==> config.mk <==
export PLATFORM = sky130hd
export DESIGN_NAME = pinyin_tone_marker
export DESIGN_NICKNAME = d
export VERILOG_FILES = /design/src/rtl/ptm_pkg.sv /design/src/rtl/ptm_ctrl.sv /design/src/rtl/ptm_dpath.sv /design/src/rtl/pinyin_tone_marker.sv
export SDC_FILE = /design/constraint.sdc
export NUM_CORES = 1
export LEC_CHECK = 0
export BUFFER_PORTS_ARGS = -buffer_cell sky130_fd_sc_hd__buf_2
export CAP_MARGIN = 30
export CORE_ASPECT_RATIO = 0.8
export CORE_MARGIN = 5
export CORE_UTILIZATION = 60
export DETAILED_ROUTE_END_ITERATION = 16
export GPL_TIMING_DRIVEN = 0
export HOLD_SLACK_MARGIN = 0.03
export PLACE_DENSITY = 0.78
export SLEW_MARGIN = 25
export SYNTH_ARGS = -nofsm -noshare
export SYNTH_HDL_FRONTEND = slang
export SYNTH_HIERARCHICAL = 1
export SYNTH_SLANG_ARGS = --single-unit
==> constraint.sdc <==
create_clock -name clk -period 4 [get_ports clk]
set_clock_uncertainty 0.05 [all_clocks]
set_input_delay 0 -clock clk [delete_from_list [all_inputs] [get_ports clk]]
set_output_delay 0 -clock clk [all_outputs]
set_load 0.005 [all_outputs]
==> src/rtl/ptm_pkg.sv <==
// shared types, character codes and tone mark table for the pinyin tone marker
`timescale 1ns / 1ps
package ptm_pkg;

    typedef struct packed {
        logic [15:0] in_char;
        logic        end_of_string;
    } item_t;

    typedef struct packed {
        logic [15:0] out_char;
        logic        run_last;
        logic        overflowed;
    } result_t;

    // controller to datapath
    typedef struct packed {
        logic take_item;
        logic emit_step;
    } cmd_t;

    // datapath to controller
    typedef struct packed {
        logic run_start;
        logic emit_last;
    } stat_t;

    localparam logic [15:0] CH_0     = 16'h0030;
    localparam logic [15:0] CH_1     = 16'h0031;
    localparam logic [15:0] CH_5     = 16'h0035;
    localparam logic [15:0] CH_9     = 16'h0039;
    localparam logic [15:0] CH_UP_A  = 16'h0041;
    localparam logic [15:0] CH_UP_Z  = 16'h005A;
    localparam logic [15:0] CASE_OFS = 16'h0020;
    localparam logic [15:0] CH_A     = 16'h0061;
    localparam logic [15:0] CH_E     = 16'h0065;
    localparam logic [15:0] CH_I     = 16'h0069;
    localparam logic [15:0] CH_O     = 16'h006F;
    localparam logic [15:0] CH_U     = 16'h0075;

    // vowel row codes, one row of four tones each
    localparam logic [2:0] V_A = 3'd0;
    localparam logic [2:0] V_E = 3'd1;
    localparam logic [2:0] V_I = 3'd2;
    localparam logic [2:0] V_O = 3'd3;
    localparam logic [2:0] V_U = 3'd4;

    localparam int TONE_ROWS = 20;

    // macron, acute, caron, grave per vowel
    localparam logic [15:0] TONE_TABLE [TONE_ROWS] = '{
        16'h0101, 16'h00E1, 16'h01CE, 16'h00E0,
        16'h0113, 16'h00E9, 16'h011B, 16'h00E8,
        16'h012B, 16'h00ED, 16'h01D0, 16'h00EC,
        16'h014D, 16'h00F3, 16'h01D2, 16'h00F2,
        16'h016B, 16'h00FA, 16'h01D4, 16'h00F9
    };

endpackage

==> src/rtl/ptm_ctrl.sv <==
// controller: takes requests, steps syllable out one character a cycle unless stalled
`timescale 1ns / 1ps
module ptm_ctrl (
    input  logic          clk,
    input  logic          rst_n,
    input  logic          item_valid,
    output logic          item_stall,
    output logic          result_valid,
    input  logic          result_stall,
    input  ptm_pkg::stat_t stat,
    output ptm_pkg::cmd_t  cmd
);
    import ptm_pkg::*;

    typedef enum logic [1:0] {
        ST_IDLE = 2'b01,
        ST_EMIT = 2'b10
    } state_t;

    state_t state_reg, state_next;
    logic   out_valid_reg, out_valid_next;
    logic   out_space;

    assign out_space     = !out_valid_reg || !result_stall;
    assign item_stall    = (state_reg != ST_IDLE);
    assign cmd.take_item = item_valid && (state_reg == ST_IDLE);
    assign cmd.emit_step = (state_reg == ST_EMIT) && out_space;
    assign result_valid  = out_valid_reg;

    always_comb
    begin
        state_next = state_reg;
        unique case (state_reg)
            ST_IDLE:
            begin
                if (cmd.take_item && stat.run_start)
                begin
                    state_next = ST_EMIT;
                end
            end
            ST_EMIT:
            begin
                if (cmd.emit_step && stat.emit_last)
                begin
                    state_next = ST_IDLE;
                end
            end
            default: state_next = ST_IDLE;
        endcase
    end

    always_comb
    begin
        priority if (cmd.emit_step)
        begin
            out_valid_next = 1'b1;
        end
        else if (!result_stall)
        begin
            out_valid_next = 1'b0;
        end
        else
        begin
            out_valid_next = out_valid_reg;
        end
    end

    always_ff @(posedge clk or negedge rst_n)
    begin
        if (!rst_n)
        begin
            state_reg     <= ST_IDLE;
            out_valid_reg <= 1'b0;
        end
        else
        begin
            state_reg     <= state_next;
            out_valid_reg <= out_valid_next;
        end
    end

endmodule

==> src/rtl/ptm_dpath.sv <==
// syllable buffer, running vowel trackers, tone mark lookup and output register
`timescale 1ns / 1ps
module ptm_dpath #(
    parameter int MAX_SYLLABLE = 8
) (
    input  logic             clk,
    input  logic             rst_n,
    input  ptm_pkg::item_t   item,
    input  ptm_pkg::cmd_t    cmd,
    output ptm_pkg::stat_t   stat,
    output ptm_pkg::result_t result
);
    import ptm_pkg::*;

    localparam int CW = $clog2(MAX_SYLLABLE + 1);
    localparam int IW = $clog2(MAX_SYLLABLE);

    logic [15:0]   store_mem [MAX_SYLLABLE];
    logic [CW-1:0] count_reg, count_next;
    logic          ovf_reg, ovf_next;
    logic [IW-1:0] idx_reg, idx_next;

    // first a, e, o and last i or u seen so far
    logic          has_a_reg, has_e_reg, has_o_reg, has_iu_reg;
    logic          has_a_next, has_e_next, has_o_next, has_iu_next;
    logic [IW-1:0] pos_a_reg, pos_e_reg, pos_o_reg, pos_iu_reg;
    logic [IW-1:0] pos_a_next, pos_e_next, pos_o_next, pos_iu_next;
    logic          iu_is_u_reg, iu_is_u_next;

    logic [15:0]   mark_reg;
    logic          marked_reg;
    logic [IW-1:0] pos_reg;
    result_t       result_reg;

    logic          is_eos, is_digit, is_tone, is_tone5, is_full, do_write, do_clear;
    logic [15:0]   folded;
    logic [IW-1:0] wr_idx;
    logic          any_vowel;
    logic [2:0]    vcode;
    logic [IW-1:0] vpos;
    logic [1:0]    tone_ofs;

    assign is_eos   = item.end_of_string;
    assign is_digit = (item.in_char >= CH_0) && (item.in_char <= CH_9);
    assign is_tone  = (item.in_char >= CH_1) && (item.in_char <= CH_5);
    assign is_tone5 = (item.in_char == CH_5);
    assign is_full  = (count_reg >= CW'(MAX_SYLLABLE));
    assign folded   = ((item.in_char >= CH_UP_A) && (item.in_char <= CH_UP_Z))
                      ? (item.in_char + CASE_OFS) : item.in_char;
    assign wr_idx   = count_reg[IW-1:0];
    assign do_write = cmd.take_item && !is_eos && !is_digit && !is_full;
    assign tone_ofs = item.in_char[1:0] - 2'd1;

    assign stat.run_start = !is_eos && is_tone && (count_reg != '0);
    assign stat.emit_last = ((CW'(idx_reg) + CW'(1)) == count_reg);

    assign do_clear = (cmd.take_item && is_eos) || (cmd.emit_step && stat.emit_last);

    assign any_vowel = has_a_reg || has_e_reg || has_o_reg || has_iu_reg;

    always_comb
    begin
        priority if (has_a_reg)
        begin
            vcode = V_A;
            vpos  = pos_a_reg;
        end
        else if (has_e_reg)
        begin
            vcode = V_E;
            vpos  = pos_e_reg;
        end
        else if (has_o_reg)
        begin
            vcode = V_O;
            vpos  = pos_o_reg;
        end
        else
        begin
            vcode = iu_is_u_reg ? V_U : V_I;
            vpos  = pos_iu_reg;
        end
    end

    always_comb
    begin
        count_next   = count_reg;
        ovf_next     = ovf_reg;
        has_a_next   = has_a_reg;
        has_e_next   = has_e_reg;
        has_o_next   = has_o_reg;
        has_iu_next  = has_iu_reg;
        pos_a_next   = pos_a_reg;
        pos_e_next   = pos_e_reg;
        pos_o_next   = pos_o_reg;
        pos_iu_next  = pos_iu_reg;
        iu_is_u_next = iu_is_u_reg;
        idx_next     = idx_reg;
        if (cmd.take_item && !is_eos && !is_digit && is_full)
        begin
            ovf_next = 1'b1;
        end
        if (do_write)
        begin
            count_next = count_reg + CW'(1);
            if ((folded == CH_A) && !has_a_reg)
            begin
                has_a_next = 1'b1;
                pos_a_next = wr_idx;
            end
            if ((folded == CH_E) && !has_e_reg)
            begin
                has_e_next = 1'b1;
                pos_e_next = wr_idx;
            end
            if ((folded == CH_O) && !has_o_reg)
            begin
                has_o_next = 1'b1;
                pos_o_next = wr_idx;
            end
            if ((folded == CH_I) || (folded == CH_U))
            begin
                has_iu_next  = 1'b1;
                pos_iu_next  = wr_idx;
                iu_is_u_next = (folded == CH_U);
            end
        end
        if (cmd.take_item && stat.run_start)
        begin
            idx_next = '0;
        end
        else if (cmd.emit_step)
        begin
            idx_next = idx_reg + IW'(1);
        end
        if (do_clear)
        begin
            count_next  = '0;
            ovf_next    = 1'b0;
            has_a_next  = 1'b0;
            has_e_next  = 1'b0;
            has_o_next  = 1'b0;
            has_iu_next = 1'b0;
        end
    end

    always_ff @(posedge clk or negedge rst_n)
    begin
        if (!rst_n)
        begin
            count_reg   <= '0;
            ovf_reg     <= 1'b0;
            has_a_reg   <= 1'b0;
            has_e_reg   <= 1'b0;
            has_o_reg   <= 1'b0;
            has_iu_reg  <= 1'b0;
            idx_reg     <= '0;
        end
        else
        begin
            count_reg   <= count_next;
            ovf_reg     <= ovf_next;
            has_a_reg   <= has_a_next;
            has_e_reg   <= has_e_next;
            has_o_reg   <= has_o_next;
            has_iu_reg  <= has_iu_next;
            idx_reg     <= idx_next;
        end
    end

    // payload registers, no reset
    always_ff @(posedge clk)
    begin
        pos_a_reg   <= pos_a_next;
        pos_e_reg   <= pos_e_next;
        pos_o_reg   <= pos_o_next;
        pos_iu_reg  <= pos_iu_next;
        iu_is_u_reg <= iu_is_u_next;
        if (do_write)
        begin
            store_mem[wr_idx] <= folded;
        end
        if (cmd.take_item && stat.run_start)
        begin
            marked_reg <= !is_tone5 && any_vowel;
            pos_reg    <= vpos;
            mark_reg   <= TONE_TABLE[{vcode, tone_ofs}];
        end
        if (cmd.emit_step)
        begin
            result_reg.out_char   <= (marked_reg && (idx_reg == pos_reg))
                                     ? mark_reg : store_mem[idx_reg];
            result_reg.run_last   <= stat.emit_last;
            result_reg.overflowed <= ovf_reg;
        end
    end

    assign result = result_reg;

endmodule

==> src/rtl/pinyin_tone_marker.sv <==
// top level of the pinyin tone marker: controller and datapath
`timescale 1ns / 1ps
// Usage:
//   item channel (item, item_valid, item_stall) carries one UTF-16 code unit
//   per request, or an end_of_string marker. Letters are buffered, a digit
//   1 to 4 marks one vowel and releases the syllable, digit 5 releases it
//   unmarked, other digits are ignored, end_of_string drops the syllable.
//   result channel (result, result_valid, result_stall) carries one character
//   per transfer; run_last flags the final one, overflowed flags a syllable
//   that lost letters to a full buffer.
// Flow:
//   a letter, ignored digit or end marker is taken and the next
//   request is taken right away. A tone digit releasing n letters holds the
//   item channel while the characters are stepped out of the buffer one
//   per cycle, when the result is not stalled, through the output register;
//   the digit moves the controller to ST_EMIT, then the first character is
//   loaded into the output register.
// Reset: asynchronous, clears the letter count, the overflow flag and the
//   output valid; buffer contents are not cleared.
// Stall: a stalled result holds its register; the emission pauses and the
//   item channel stays stalled until the last character is loaded.
module pinyin_tone_marker #(
    parameter int MAX_SYLLABLE = 8
) (
    input  logic             clk,
    input  logic             rst_n,
    input  ptm_pkg::item_t   item,
    input  logic             item_valid,
    output logic             item_stall,
    output ptm_pkg::result_t result,
    output logic             result_valid,
    input  logic             result_stall
);
    import ptm_pkg::*;

    cmd_t  cmd;
    stat_t stat;

    // sequencer: request acceptance and output pacing
    ptm_ctrl u_ctrl (
        .clk          (clk),
        .rst_n        (rst_n),
        .item_valid   (item_valid),
        .item_stall   (item_stall),
        .result_valid (result_valid),
        .result_stall (result_stall),
        .stat         (stat),
        .cmd          (cmd)
    );

    // buffer, vowel tracking and tone lookup
    ptm_dpath #(
        .MAX_SYLLABLE (MAX_SYLLABLE)
    ) u_dpath (
        .clk    (clk),
        .rst_n  (rst_n),
        .item   (item),
        .cmd    (cmd),
        .stat   (stat),
        .result (result)
    );

endmodule

**Word level (Yosys, flattened, before mapping)**

Memory sizes are Yosys's and may differ from the RTL's. A register that Yosys moved wholly into a read port is not among the register bits.
Index checks and enable logic that the tools add are counted.

- Memories: 2
- Logic and storage cells: 133
- Input bits: 21
- Bits in registers: 50
- Bits in writable memories: 128
- Output and inout port bits: 20
- Memory bits (read-only): 512

- Add/subtract/negate cells: 5
- Bitwise operators: 1
- Magnitude comparators: 7
- Reductions and logical operators: 51
- Multiplexer cells: 34
- Equal/unequal tests: 14

Memory list:

| memory | depth | bits a word | read ports | clocked after Yosys merged registers in | write ports | line | source |
|---|---|---|---|---|---|---|---|
| (name not given) | 32 | 16 | 1 | 1 | 0 | ptm_dpath.sv:187 | `mark_reg <= TONE_TABLE[{vcode, tone_ofs}];` |
| u_dpath.store_mem | 8 | 16 | 1 | 0 | 1 | ptm_dpath.sv:18 | `logic [15:0] store_mem [MAX_SYLLABLE];` |

Operators with widths:

| operator | number |
|---|---|
| 16-bit by 7-bit == test with 1-bit output, second input constant | 5 |
| 16-bit by 6-bit >= comparator with 1-bit output, second input constant | 2 |
| 16-bit by 6-bit <= comparator with 1-bit output, second input constant | 2 |
| 16-bit two-way mux | 2 |
| 3-bit two-way mux | 9 |
| 1-bit logical AND | 19 |
| 1-bit two-way mux | 18 |
| 2-bit AND reduction | 9 |
| 16-bit by 6-bit adder with 16-bit output, second input constant | 1 |
| 16-bit by 6-bit == test with 1-bit output, second input constant | 1 |
| 16-bit by 7-bit >= comparator with 1-bit output, second input constant | 1 |
| 16-bit by 7-bit <= comparator with 1-bit output, second input constant | 1 |
| 2-bit nonzero test | 7 |
| 1-bit zero test | 9 |
| 4-bit two-way mux | 2 |
| 1-bit logical OR | 6 |
| 5-bit inverter with 6-bit output | 1 |
| 3-bit by 1-bit adder with 4-bit output, second input constant | 1 |
| 4-bit by 1-bit adder with 4-bit output, second input constant | 1 |
| 4-bit == test | 1 |
| 4-bit >= comparator, second input constant | 1 |
| 2-bit two-way mux | 2 |
| 2-bit by 1-bit inequality test with 1-bit output, second input constant | 2 |
| 2-bit inequality test, second input constant | 2 |
| 7 further kinds | 7 |

**Depth between registers and ports, before layout**

Gate-level depths: netlist of the first run.

- Depth after elaboration: 8
- Gate-level depth with buffers: 8
- Depth with buffers taken out: 7

**Hierarchy**

Netlist of the first run, hierarchy kept.

By module, submodules not included:

| module | area each (µm²) | times used | cells each |
|---|---|---|---|
| ptm_dpath | 7,787.5 | 1 | 471 |
| ptm_ctrl | 143.9 | 1 | 15 |

**Worst setup path after synthesis of the first run**

OpenSTA, ideal clock, no wires.

- Path type: reg2reg
- Start: register u_ctrl.state_reg[0]
- End: memory u_dpath.store_mem[0][0], enable pin
- Library setup time: 0.430 ns
- Required time: 3.520 ns
- Buffers on the path: 0
- Slack: 0.666 ns
- Cell stages (with the launch flop): 7
- Clock period less this slack: 3.334 ns
- Arrival: 2.854 ns
- Cell sequence: dfstp_2 nand2b_1 nor2_1 nor2b_2 nor2b_1 nand2_1 nor4_1

RTL lines:

| what | line | source |
|---|---|---|
| start: declaration | ptm_ctrl.sv:20 | `state_t state_reg, state_next;` |
| start signal: assignment | ptm_ctrl.sv:77 | `state_reg <= state_next;` |
| end: declaration | ptm_dpath.sv:18 |  |

**Worst setup path in the final report of the first run**

- Start: input port item[2] in the netlist's numbering
- End: memory u_dpath.store_mem[0][4], enable pin

- Cells in the longest elaborated chain, start to end: 7
- Elaborated cells on any way between the ends: 8
- Classes of those cells: order compare: 2; mux: 2; reduce/logical: 4

Ends and longest elaborated chain:

| what | line | source |
|---|---|---|
| start: declaration | pinyin_tone_marker.sv:27 | `input ptm_pkg::item_t item,` |
| 16-bit by 6-bit >= comparator with 1-bit output / 16-bit by 6-bit <= comparator with 1-bit output (equally long branches) | ptm_dpath.sv:44 | `assign is_digit = (item.in_char >= CH_0) && (item.in_char <= CH_9);` |
| 1-bit logical AND (*) | ptm_dpath.sv:44 |  |
| 1-bit zero test (*) | ptm_dpath.sv:51 | `assign do_write = cmd.take_item && !is_eos && !is_digit && !is_full;` |
| 1-bit logical AND (*) (2 in a row) | ptm_dpath.sv:51 |  |
| 1-bit two-way mux (*) | ptm_dpath.sv:179 | `if (do_write)` |
| 1-bit two-way mux (not written as such) (*) | ptm_dpath.sv:181 | `store_mem[wr_idx] <= folded;` |

Every way passes the cells marked *; elsewhere a longest branch is shown, timed or not.

==> flow_metrics.py, run 1 <==
metrics = {
    "outcome": {
        "status": "completed",
    },
    "grt": {
        "global_route_usage_sum_pct": 22.76,
        "grt_first_pass_wirelength_mm": 26.64,
        "grt_start_max_net_pins": 23,
        "grt_pass1_vias": 4731,
        "number_of_antenna_violations_at_the_first_check_in_global_routing": 0,
        "globalRouteOverflowTotal": 0,
    },
    "yosys": {
        "synthFlopType": "sky130_fd_sc_hd__edfxtp_1",
        "yosys.area.top_type_share_pct": 65.12,
        "synth_top_area_cells": "sky130_fd_sc_hd__edfxtp_1 (65%), sky130_fd_sc_hd__mux4_2 (9.1%), sky130_fd_sc_hd__dfrtp_1 (4.4%)",
        "post_synth_inst_count": 486,
        "synth-seq-area-share_pct": 69.87,
        "synth.net_count": 519,
        "synth-seq-cells": 187,
        "cell_with_the_most_instances_after_synthesis": "sky130_fd_sc_hd__edfxtp_1",
        "synth_top_area_cell": "sky130_fd_sc_hd__edfxtp_1",
        "synth_enable_flop_cells": 172,
        "post_synth_instance_area_mm2": 0.007931,
        "synthTopCellsByCount": "sky130_fd_sc_hd__edfxtp_1 (172), sky130_fd_sc_hd__mux4_2 (32), sky130_fd_sc_hd__nor2_1 (28), sky130_fd_sc_hd__nand2_1 (26)",
        "synth.lib_cells_used.distinct": 58,
        "async_s_r_ff_share_synth_pct": 8.021,
        "yosys_warnings": 6,
        "syn_area_per_cell_um2": 16.32,
    },
    "route": {
        "route.detailed.drc": 0,
        "drt.antenna.violating_nets": 0,
        "routed_via_density": 6.111,
        "route.detailed.wl_per_inst_um": 21.91,
        "drt_first_pass_iters": 5,
        "routed_wl_mm": 16.85,
        "detail_route.iter0.violations": 507,
        "num_vias": 4699,
    },
    "hold_path": {
        "hold_path_startpoint": "item[14]",
        "hold-path-cell-count": 2,
        "worst_hold_path_type": "primary input to register",
        "endpoint_of_the_worst_hold_path": "u_dpath/store_mem[4][13]",
    },
    "cells_and_area": {
        "final_util_pct": 72.09,
        "finish.instance_area_mm2": 0.009311,
        "syn2layout_area_growth_pct": 17.40,
        "final_net_count": 614,
        "final_layout_size_suffix_gt1_share_pct": 25.59,
        "layout.filler_cells": 797,
        "largest_register_ffs": 128,
        "num_antenna_cells": 0,
    },
    "clock_tree": {
        "clk-insertion-delay-late_ns": 0.42,
        "root_buffer": "sky130_fd_sc_hd__clkbuf_16",
        "path_clk_slew_ns": 0.06,
        "cts_repair_resize_count": 0,
        "clk_path_buf_depth": 2,
        "htree_num_levels": 4,
        "cts-buffers-inserted": 17,
        "numClockSinks": 187,
        "tritoncts_clock_tree": "built",
    },
    "place": {
        "dp_worst_setup_slack_ns": 0.7233,
        "port_buffers": 40,
        "detailed_place_hpwl_mm": 11.28,
        "routabilityCongestion": 0.8501,
        "placed_cell_area_mm2": 0.008534,
    },
    "critical_path": {
        "worstReg2RegEnd": "u_dpath/store_mem[0][4]",
        "timing.critical_path.from": "item[2]",
        "worst-setup-path-type": "primary input to register",
        "rr_startpoint": "u_ctrl/state_reg[0]",
        "ff2ff_setup_slack_ns": 0.94,
        "reg2regPathDepth": 9,
        "cp_max_fo": 16,
        "critical_path.endpoint_type": "register",
        "worstSetupStartpointType": "primary input",
        "worst_ep_arrival_time_ns": 3.48,
        "cp_data_required_time_ns": 4.07,
    },
    "floorplan": {
        "effective_utilization_at_floorplan_pct": 61.41,
        "design.core.area_mm2": 0.01292,
        "ioPinCount": 41,
        "core.rowCount": 37,
        "die_width_um": 138.5,
        "die_h_um": 112.8,
        "design.die.area_mm2": 0.01563,
    },
    "timing": {
        "final_min_period_over_clock_period_pct": 85.25,
        "setup_viol": 0,
        "tightestPinTransition_ns": 0.9349,
        "final_period_minus_worst_setup_slack_ns": 3.410,
        "fmax_mhz": 293.3,
        "slew-limit-headroom_pct": 37.67,
        "setup-tns-final_ns": 0,
        "final-max-slew-violation-count": 0,
        "rsz_0062_raised_after_global_routing": "false",
        "timing.final.hold_violations": 0,
        "fin_ws_ns": 0.5901,
    },
    "job": {
        "max_cap_violations": 0,
    },
    "power_and_ir_drop": {
        "power_density_mw_per_mm2": 540.5,
        "p_leak_nw": 3.274,
        "vdd_ir_drop_max_v": 0.0003116,
    },
}
==> placed cells by master, fill, tap and decap left out, types with 5 or more instances in the layout <==
master                          instances
sky130_fd_sc_hd__a21oi_1               21
sky130_fd_sc_hd__buf_2                 56
sky130_fd_sc_hd__buf_4                  9
sky130_fd_sc_hd__clkbuf_1              21
sky130_fd_sc_hd__clkbuf_16             17
sky130_fd_sc_hd__clkbuf_8               5
sky130_fd_sc_hd__dfrtp_1               14
sky130_fd_sc_hd__dlygate4sd3_1         18
sky130_fd_sc_hd__edfxtp_1             172
sky130_fd_sc_hd__ha_1                  12
sky130_fd_sc_hd__inv_1                 13
sky130_fd_sc_hd__mux2i_1               21
sky130_fd_sc_hd__mux4_2                32
sky130_fd_sc_hd__nand2_1               26
sky130_fd_sc_hd__nand3_1                6
sky130_fd_sc_hd__nor2_1                27
sky130_fd_sc_hd__nor3_1                 9
sky130_fd_sc_hd__o21ai_0               19
sky130_fd_sc_hd__xor2_1                 5
==> layout make-up <==
type,count,area (um2),area share [%]
sequential,187,5542,59.51
inverter,13,48.80,0.5241
clock inverter,9,108.9,1.169
clock buffer,23,498.0,5.348
buffer,33,147.6,1.586
tap,175,219.0,2.352
timing repair buffer,76,508.0,5.456
multi-input combinational,253,2240,24.05
==> stage by stage <==
step | power (mW) | hold slack [ns] | instances
finish | 5.033 | 0.03968 | 769
global placement | 3.317 | -0.1149 | 701
CTS | 5.055 | 0.03780 | 769
global route | 5.248 | 0.04428 | 769
detailed placement | 3.367 | -0.1142 | 720
floorplan | 3.070 | -0.3456 | 486
==> timing repair <==
| item | 4_1_cts | 5_1_grt |
|---|---|---|
| endpoints found under the hold margin | 110 | 0 |
| setup buffers | 0 | 0 |
| endpoints found under the setup margin | 0 | 0 |
| hold buffers | 17 | 0 |
==> cells by family after synthesis <==
group / Yosys count / share of synthesized area [%]
AOI/OAI and AO/OA: 72 / 5.900
xor gates and xnor gates: 9 / 0.9938
adders and majority gates: 12 / 1.893
buffers and inverters: 46 / 2.477
DFF: 187 / 69.87
muxes: 54 / 11.88
and+or+nand+nor: 106 / 6.988
==> power breakdown <==
part           internal [mW]  total, mW  switching [mW]
clock                   1.00       1.68           0.676
sequential              2.22       2.24          0.0180
combinational          0.502       1.11           0.607
total                   3.73       5.03            1.30
==> worst max path at each step <==
stage                               end  cells past startpoint
2_1_floorplan   u_dpath/store_mem[0][0]                      6
3_3_place_gp   u_dpath/store_mem[0][11]                      8
3_5_place_dp    u_dpath/store_mem[0][8]                     11
4_1_cts         u_dpath/store_mem[0][8]                     12
5_1_grt        u_dpath/store_mem[1][10]                     12
6_report        u_dpath/store_mem[0][4]                     12
==> critical path, cell delays in order <==
cell and delay [ns]:
sky130_fd_sc_hd__dlygate4sd3_1 0.51, sky130_fd_sc_hd__buf_2 0.29, sky130_fd_sc_hd__inv_1 0.17, sky130_fd_sc_hd__ha_1 0.20
sky130_fd_sc_hd__buf_2 0.18, sky130_fd_sc_hd__and3_1 0.22, sky130_fd_sc_hd__o21bai_1 0.40, sky130_fd_sc_hd__nand2_1 0.26
sky130_fd_sc_hd__nor4_2 0.57, sky130_fd_sc_hd__buf_2 0.29, sky130_fd_sc_hd__buf_4 0.17, sky130_fd_sc_hd__buf_2 0.21
==> layer usage <==
metal,global-route usage (%),vias to the layer above,wire length [um]
met5,0,-,0
met4,5.267,0,172
met3,5.365,14,1261
li1,-,2076,-
met2,38.17,205,8563
met1,30.92,2404,6848
(Power assumes the default switching activity.)
==> inputs of run 2 (changes only) <==
--- a/config.mk
+++ b/config.mk
@@ -8,12 +8,12 @@
 export BUFFER_PORTS_ARGS = -buffer_cell sky130_fd_sc_hd__buf_2
 export CAP_MARGIN = 30
 export CORE_ASPECT_RATIO = 0.8
-export CORE_MARGIN = 5
 export CORE_UTILIZATION = 60
 export DETAILED_ROUTE_END_ITERATION = 16
 export GPL_TIMING_DRIVEN = 0
 export HOLD_SLACK_MARGIN = 0.03
 export PLACE_DENSITY = 0.78
+export RECOVER_POWER = 100
 export SLEW_MARGIN = 25
 export SYNTH_ARGS = -nofsm -noshare
 export SYNTH_HDL_FRONTEND = slang
==> flow_metrics.py, run 2 (synthesized netlist as in run 1, its figures left out) <==
metrics = {
    "clock_tree": {
        "htree_num_levels": 4,
        "numClockSinks": 187,
        "root_buffer": "sky130_fd_sc_hd__clkbuf_16",
        "cts_repair_resize_count": 0,
        "tritoncts_clock_tree": "built",
        "cts_hold_repair.buffers": 18,
        "cts-buffers-inserted": 17,
        "clk_path_buf_depth": 2,
        "clk-insertion-delay-late_ns": 0.44,
        "post-cts-setup-buffer-count": 0,
        "path_clk_slew_ns": 0.07,
    },
    "cells_and_area": {
        "layout.cells.non_filler": 769,
        "layout.cells.most_common": "sky130_fd_sc_hd__edfxtp_1",
        "final_net_count": 614,
        "final_util_pct": 71.45,
        "final_cell_mix": "sky130_fd_sc_hd__edfxtp_1 (172), sky130_fd_sc_hd__clkbuf_1 (58), sky130_fd_sc_hd__mux4_2 (32)",
        "syn2layout_area_growth_pct": 15.93,
        "finish.instance_area_mm2": 0.009195,
        "final_layout_size_suffix_gt1_share_pct": 18.01,
        "num_antenna_cells": 0,
        "layout.filler_cells": 858,
        "largest_register_ffs": 128,
    },
    "timing": {
        "fmax_mhz": 281.3,
        "final_period_minus_worst_setup_slack_ns": 3.554,
        "slew-limit-headroom_pct": -1.708,
        "rsz_0062_raised_after_global_routing": "false",
        "final_min_period_over_clock_period_pct": 88.86,
        "timing.final.hold_violations": 0,
        "tightestPinTransition_ns": 1.522,
        "final-max-slew-violation-count": 6,
        "setup_viol": 0,
        "fin_ws_ns": 0.4457,
    },
    "job": {
        "max_cap_violations": 1,
    },
    "route": {
        "route.detailed.drc": 0,
        "drt_first_pass_iters": 5,
        "routed_via_density": 6.121,
        "drt.antenna.violating_nets": 0,
        "num_vias": 4707,
        "detail_route.iter0.violations": 577,
        "routed_wl_mm": 17.44,
        "route.detailed.wl_per_inst_um": 22.68,
    },
    "outcome": {
        "status": "finished, violations left",
        "violated_checks": "max-capacitance violations, max-slew violations",
    },
    "grt": {
        "globalRouteOverflowTotal": 0,
        "grt_pass1_vias": 4739,
        "grt_start_max_net_pins": 23,
        "number_of_antenna_violations_at_the_first_check_in_global_routing": 0,
        "global_route_usage_sum_pct": 27.71,
        "grt_first_pass_wirelength_mm": 26.33,
    },
    "critical_path": {
        "rr_startpoint": "u_ctrl/state_reg[0]",
        "crit_chain": "dlygate4sd3_1 -> buf_2 -> inv_1 -> ha_1 -> clkbuf_1 -> and3_1 -> o21bai_1 -> nand2_1 -> nor4_1 -> buf_2 -> buf_2",
        "worst-setup-path-type": "primary input to register",
        "cp_max_fo": 16,
        "critical_path.endpoint_type": "register",
        "critical-path-max-stage-delay_ns": 0.77,
        "worstSetupStartpointType": "primary input",
        "critPathMostFrequentCell": "sky130_fd_sc_hd__buf_2",
        "worst_ep_arrival_time_ns": 3.65,
        "timing.critical_path.from": "item[2]",
        "critical-path-slowest-cell": "sky130_fd_sc_hd__nor4_1",
        "cp_data_required_time_ns": 4.09,
    },
    "floorplan": {
        "die_width_um": 130.5,
        "core.rowCount": 37,
        "design.core.area_mm2": 0.01287,
        "ioPinCount": 41,
        "die_h_um": 104.8,
        "design.die.area_mm2": 0.01369,
        "effective_utilization_at_floorplan_pct": 61.63,
    },
    "power_and_ir_drop": {
        "p_leak_nw": 3.138,
        "pnr_total_power_mw": 5.012,
        "power_density_mw_per_mm2": 545.1,
        "vdd_ir_drop_max_v": 0.0003628,
    },
    "place": {
        "place.detailed.instances": 719,
        "placed_cell_area_mm2": 0.008522,
        "routabilityCongestion": 0.8665,
        "detailed_place_hpwl_mm": 11.19,
        "dp_worst_setup_slack_ns": 0.8309,
        "port_buffers": 40,
    },
    "hold_path": {
        "worst_hold_path_type": "primary input to register",
        "hold_path_startpoint": "item[9]",
    },
}
-- run 2: cell types whose count changed in the layout (fill, tap and decap cells not counted), moves of 2 or more --
cell and delta:
sky130_fd_sc_hd__buf_2 -30, sky130_fd_sc_hd__buf_4 -4, sky130_fd_sc_hd__buf_6 -3, sky130_fd_sc_hd__clkbuf_1 +37, sky130_fd_sc_hd__nor3_1 +2, sky130_fd_sc_hd__nor3_2 -2
-- run 2: critical path: cells and delay by family --
kind	cells	cell delay, ns
buffers and inverters	6	1.71
and+or+nand+nor	3	1.28
AOI/OAI and AO/OA	1	0.41
adders and majority gates	1	0.20
-- run 2: cell type report --
cell class | instances | area [um2] | share of cell area, %
tap | 175 | 219.0 | 2.381
clock inverter | 10 | 112.6 | 1.225
timing repair buffer | 76 | 447.9 | 4.871
multi-input combinational | 253 | 2202 | 23.95
inverter | 13 | 48.80 | 0.5307
buffer | 33 | 138.9 | 1.510
sequential | 187 | 5542 | 60.27
clock buffer | 22 | 484.2 | 5.266
-- run 2: where the power goes --
| part | switching (mW) | internal [mW] | total, mW |
|---|---|---|---|
| sequential | 0.0183 | 2.22 | 2.24 |
| clock | 0.695 | 0.984 | 1.68 |
| combinational | 0.597 | 0.493 | 1.09 |
| total | 1.31 | 3.70 | 5.01 |
-- run 2: metal layers --
| layer | GRT usage, % | vias to the layer above | routed length (um) |
|---|---|---|---|
| met4 | 13.05 | 0 | 409 |
| met3 | 6.247 | 38 | 1310 |
| met1 | 37.73 | 2371 | 7051 |
| met2 | 42.67 | 224 | 8669 |
| li1 | - | 2074 | - |
| met5 | 0 | - | 0 |
-- run 2: final timing paths --
| path | to | slack [ns] | cells after the start |
|---|---|---|---|
| max | u_dpath/store_mem[2][1] | 0.45 | 11 |
| min | u_dpath/store_mem[2][8] | 0.04 | 2 |
| max reg2reg | u_dpath/store_mem[2][1] | 0.84 | 8 |
| min reg2reg | u_dpath/result[0] | 0.42 | 0 |
| max in group asynchronous | u_dpath/has_a_reg | 2.17 | 4 |
| min in group asynchronous | u_ctrl/state_reg[0] | 0.57 | 3 |
-- run 2: metrics by stage --
stage / TNS (ns) / hold WS (ns)
CTS: 0 / 0.03594
detailed placement: 0 / -0.1081
finish: 0 / 0.04330
floorplan: 0 / -0.3456
global route: 0 / 0.05507
global placement: -89.21 / -0.1184
==> inputs of run 3 (changes only) <==
--- a/config.mk
+++ b/config.mk
@@ -10,7 +10,6 @@
 export CORE_ASPECT_RATIO = 0.8
 export CORE_UTILIZATION = 60
 export DETAILED_ROUTE_END_ITERATION = 16
-export GPL_TIMING_DRIVEN = 0
 export HOLD_SLACK_MARGIN = 0.03
 export PLACE_DENSITY = 0.78
 export RECOVER_POWER = 100
==> flow_metrics.py, run 3 (synthesized netlist as in run 1, its figures left out) <==
metrics = {
    "outcome": {
        "status": "completed",
    },
    "route": {
        "num_vias": 4436,
        "routed_wl_mm": 15.29,
        "route.detailed.drc": 0,
        "drt_first_pass_iters": 5,
        "routed_via_density": 6.052,
        "drt.antenna.violating_nets": 0,
        "detail_route.iter0.violations": 432,
        "route.detailed.wl_per_inst_um": 20.86,
    },
    "timing": {
        "final_min_period_over_clock_period_pct": 82.60,
        "setup-tns-final_ns": 0,
        "final_period_minus_worst_setup_slack_ns": 3.304,
        "rsz_0062_raised_after_global_routing": "false",
        "final-max-slew-violation-count": 0,
        "timing.final.hold_violations": 0,
        "tightestPinTransition_ns": 1.339,
        "setup_viol": 0,
        "fmax_mhz": 302.7,
        "slew-limit-headroom_pct": 10.71,
    },
    "cells_and_area": {
        "syn2layout_area_growth_pct": 14.09,
        "num_antenna_cells": 0,
        "final_layout_size_suffix_gt1_share_pct": 17.74,
        "final_cell_mix": "sky130_fd_sc_hd__edfxtp_1 (172), sky130_fd_sc_hd__mux4_2 (32), sky130_fd_sc_hd__clkbuf_1 (29)",
        "finish.instance_area_mm2": 0.009049,
        "largest_register_ffs": 128,
        "layout.cells.most_common": "sky130_fd_sc_hd__edfxtp_1",
        "final_net_count": 578,
    },
    "floorplan": {
        "die_width_um": 130.5,
        "design.die.area_mm2": 0.01369,
        "core.rowCount": 37,
        "effective_utilization_at_floorplan_pct": 61.63,
        "die_h_um": 104.8,
        "ioPinCount": 41,
        "design.core.area_mm2": 0.01287,
    },
    "clock_tree": {
        "clk_path_buf_depth": 2,
        "clk-insertion-delay-late_ns": 0.43,
        "numClockSinks": 187,
        "post-cts-setup-buffer-count": 0,
        "cts-buffers-inserted": 17,
        "htree_num_levels": 4,
        "cts_repair_resize_count": 0,
        "path_clk_slew_ns": 0.06,
        "root_buffer": "sky130_fd_sc_hd__clkbuf_16",
        "tritoncts_clock_tree": "built",
    },
    "grt": {
        "number_of_antenna_violations_at_the_first_check_in_global_routing": 0,
        "grt_start_max_net_pins": 37,
        "grt_pass1_vias": 4332,
        "grt_first_pass_wirelength_mm": 23.76,
        "globalRouteOverflowTotal": 0,
        "global_route_usage_sum_pct": 24.66,
    },
    "place": {
        "detailed_place_hpwl_mm": 9.163,
        "routabilityCongestion": 0.8575,
        "port_buffers": 40,
        "placed_cell_area_mm2": 0.008349,
    },
    "critical_path": {
        "worst-setup-path-type": "primary input to register",
        "cp_data_required_time_ns": 4.01,
        "critical_path.endpoint_type": "register",
        "worst_ep_arrival_time_ns": 3.31,
        "cp_max_fo": 20,
        "worstSetupStartpointType": "primary input",
    },
    "hold_path": {
        "worst_hold_path_type": "primary input to register",
    },
    "power_and_ir_drop": {
        "vdd_ir_drop_max_v": 0.0003759,
        "power_density_mw_per_mm2": 547.1,
        "p_leak_nw": 3.072,
    },
    "job": {
        "max_cap_violations": 0,
    },
}
[run 3: stage by stage]
step	total power [mW]	util, %	std cells	setup WS [ns]	hold WS (ns)
finish	4.951	70.31	733	0.6959	0.04560
detailed placement	3.301	64.87	681	1.312	-0.1138
global route	5.149	70.31	733	0.5095	0.1160
CTS	4.992	71.10	733	1.217	0.03926
floorplan	3.070	-	486	0.6656	-0.3456
global placement	3.285	64.87	681	1.371	-0.1166
[run 3: path summary, 6_finish.rpt]
path                                    start  slack (ns)  cells past startpoint                       end
max in group asynchronous               rst_n        2.20                      4        u_dpath/has_iu_reg
min                                   item[6]        0.05                      4         u_dpath/has_o_reg
max reg2reg                u_dpath/idx_reg[0]        0.99                      4         u_dpath/result[8]
min reg2reg                   u_dpath/ovf_reg        0.43                      0         u_dpath/result[0]
max                                   item[1]        0.70                     10  u_dpath/store_mem[1][14]
min in group asynchronous               rst_n        0.55                      3       u_ctrl/state_reg[0]
[run 3: report_power, final]
part	switching, mW	internal (mW)
clock	0.699	0.988
sequential	0.0565	2.22
combinational	0.506	0.477
[run 3: worst max-delay path: stages]
cell and delay [ns]:
sky130_fd_sc_hd__dlygate4sd3_1 0.52, sky130_fd_sc_hd__clkbuf_1 0.63, sky130_fd_sc_hd__inv_1 0.21, sky130_fd_sc_hd__ha_1 0.32
sky130_fd_sc_hd__nand2b_1 0.10, sky130_fd_sc_hd__a21boi_0 0.11, sky130_fd_sc_hd__o21bai_1 0.43, sky130_fd_sc_hd__nand2_1 0.21
sky130_fd_sc_hd__nor4_1 0.24, sky130_fd_sc_hd__clkbuf_2 0.54
[run 3: area by class of cell]
cell class | instances | area [um2]
clock buffers | 19 | 432.9
clock inverters | 13 | 167.7
fillers | 871 | 3821
inverters | 13 | 48.80
multi-input cells | 253 | 2197
flip-flops and latches | 187 | 5542
well taps | 175 | 219.0
repair buffers | 73 | 441.7
[run 3: layer usage]
metal	GRT usage [%]	up-vias	part of all wire, %
li1	-	2003	-
met1	35.95	2202	43
met2	37.00	200	47
met3	4.506	31	7.2
met4	10.18	0	2.1
met5	0	-	0
[run 3: timing repair]
item	4_1_cts	5_1_grt
hold endpoints to repair	135	0
hold buffers	20	0
endpoints found under the setup margin	0	0
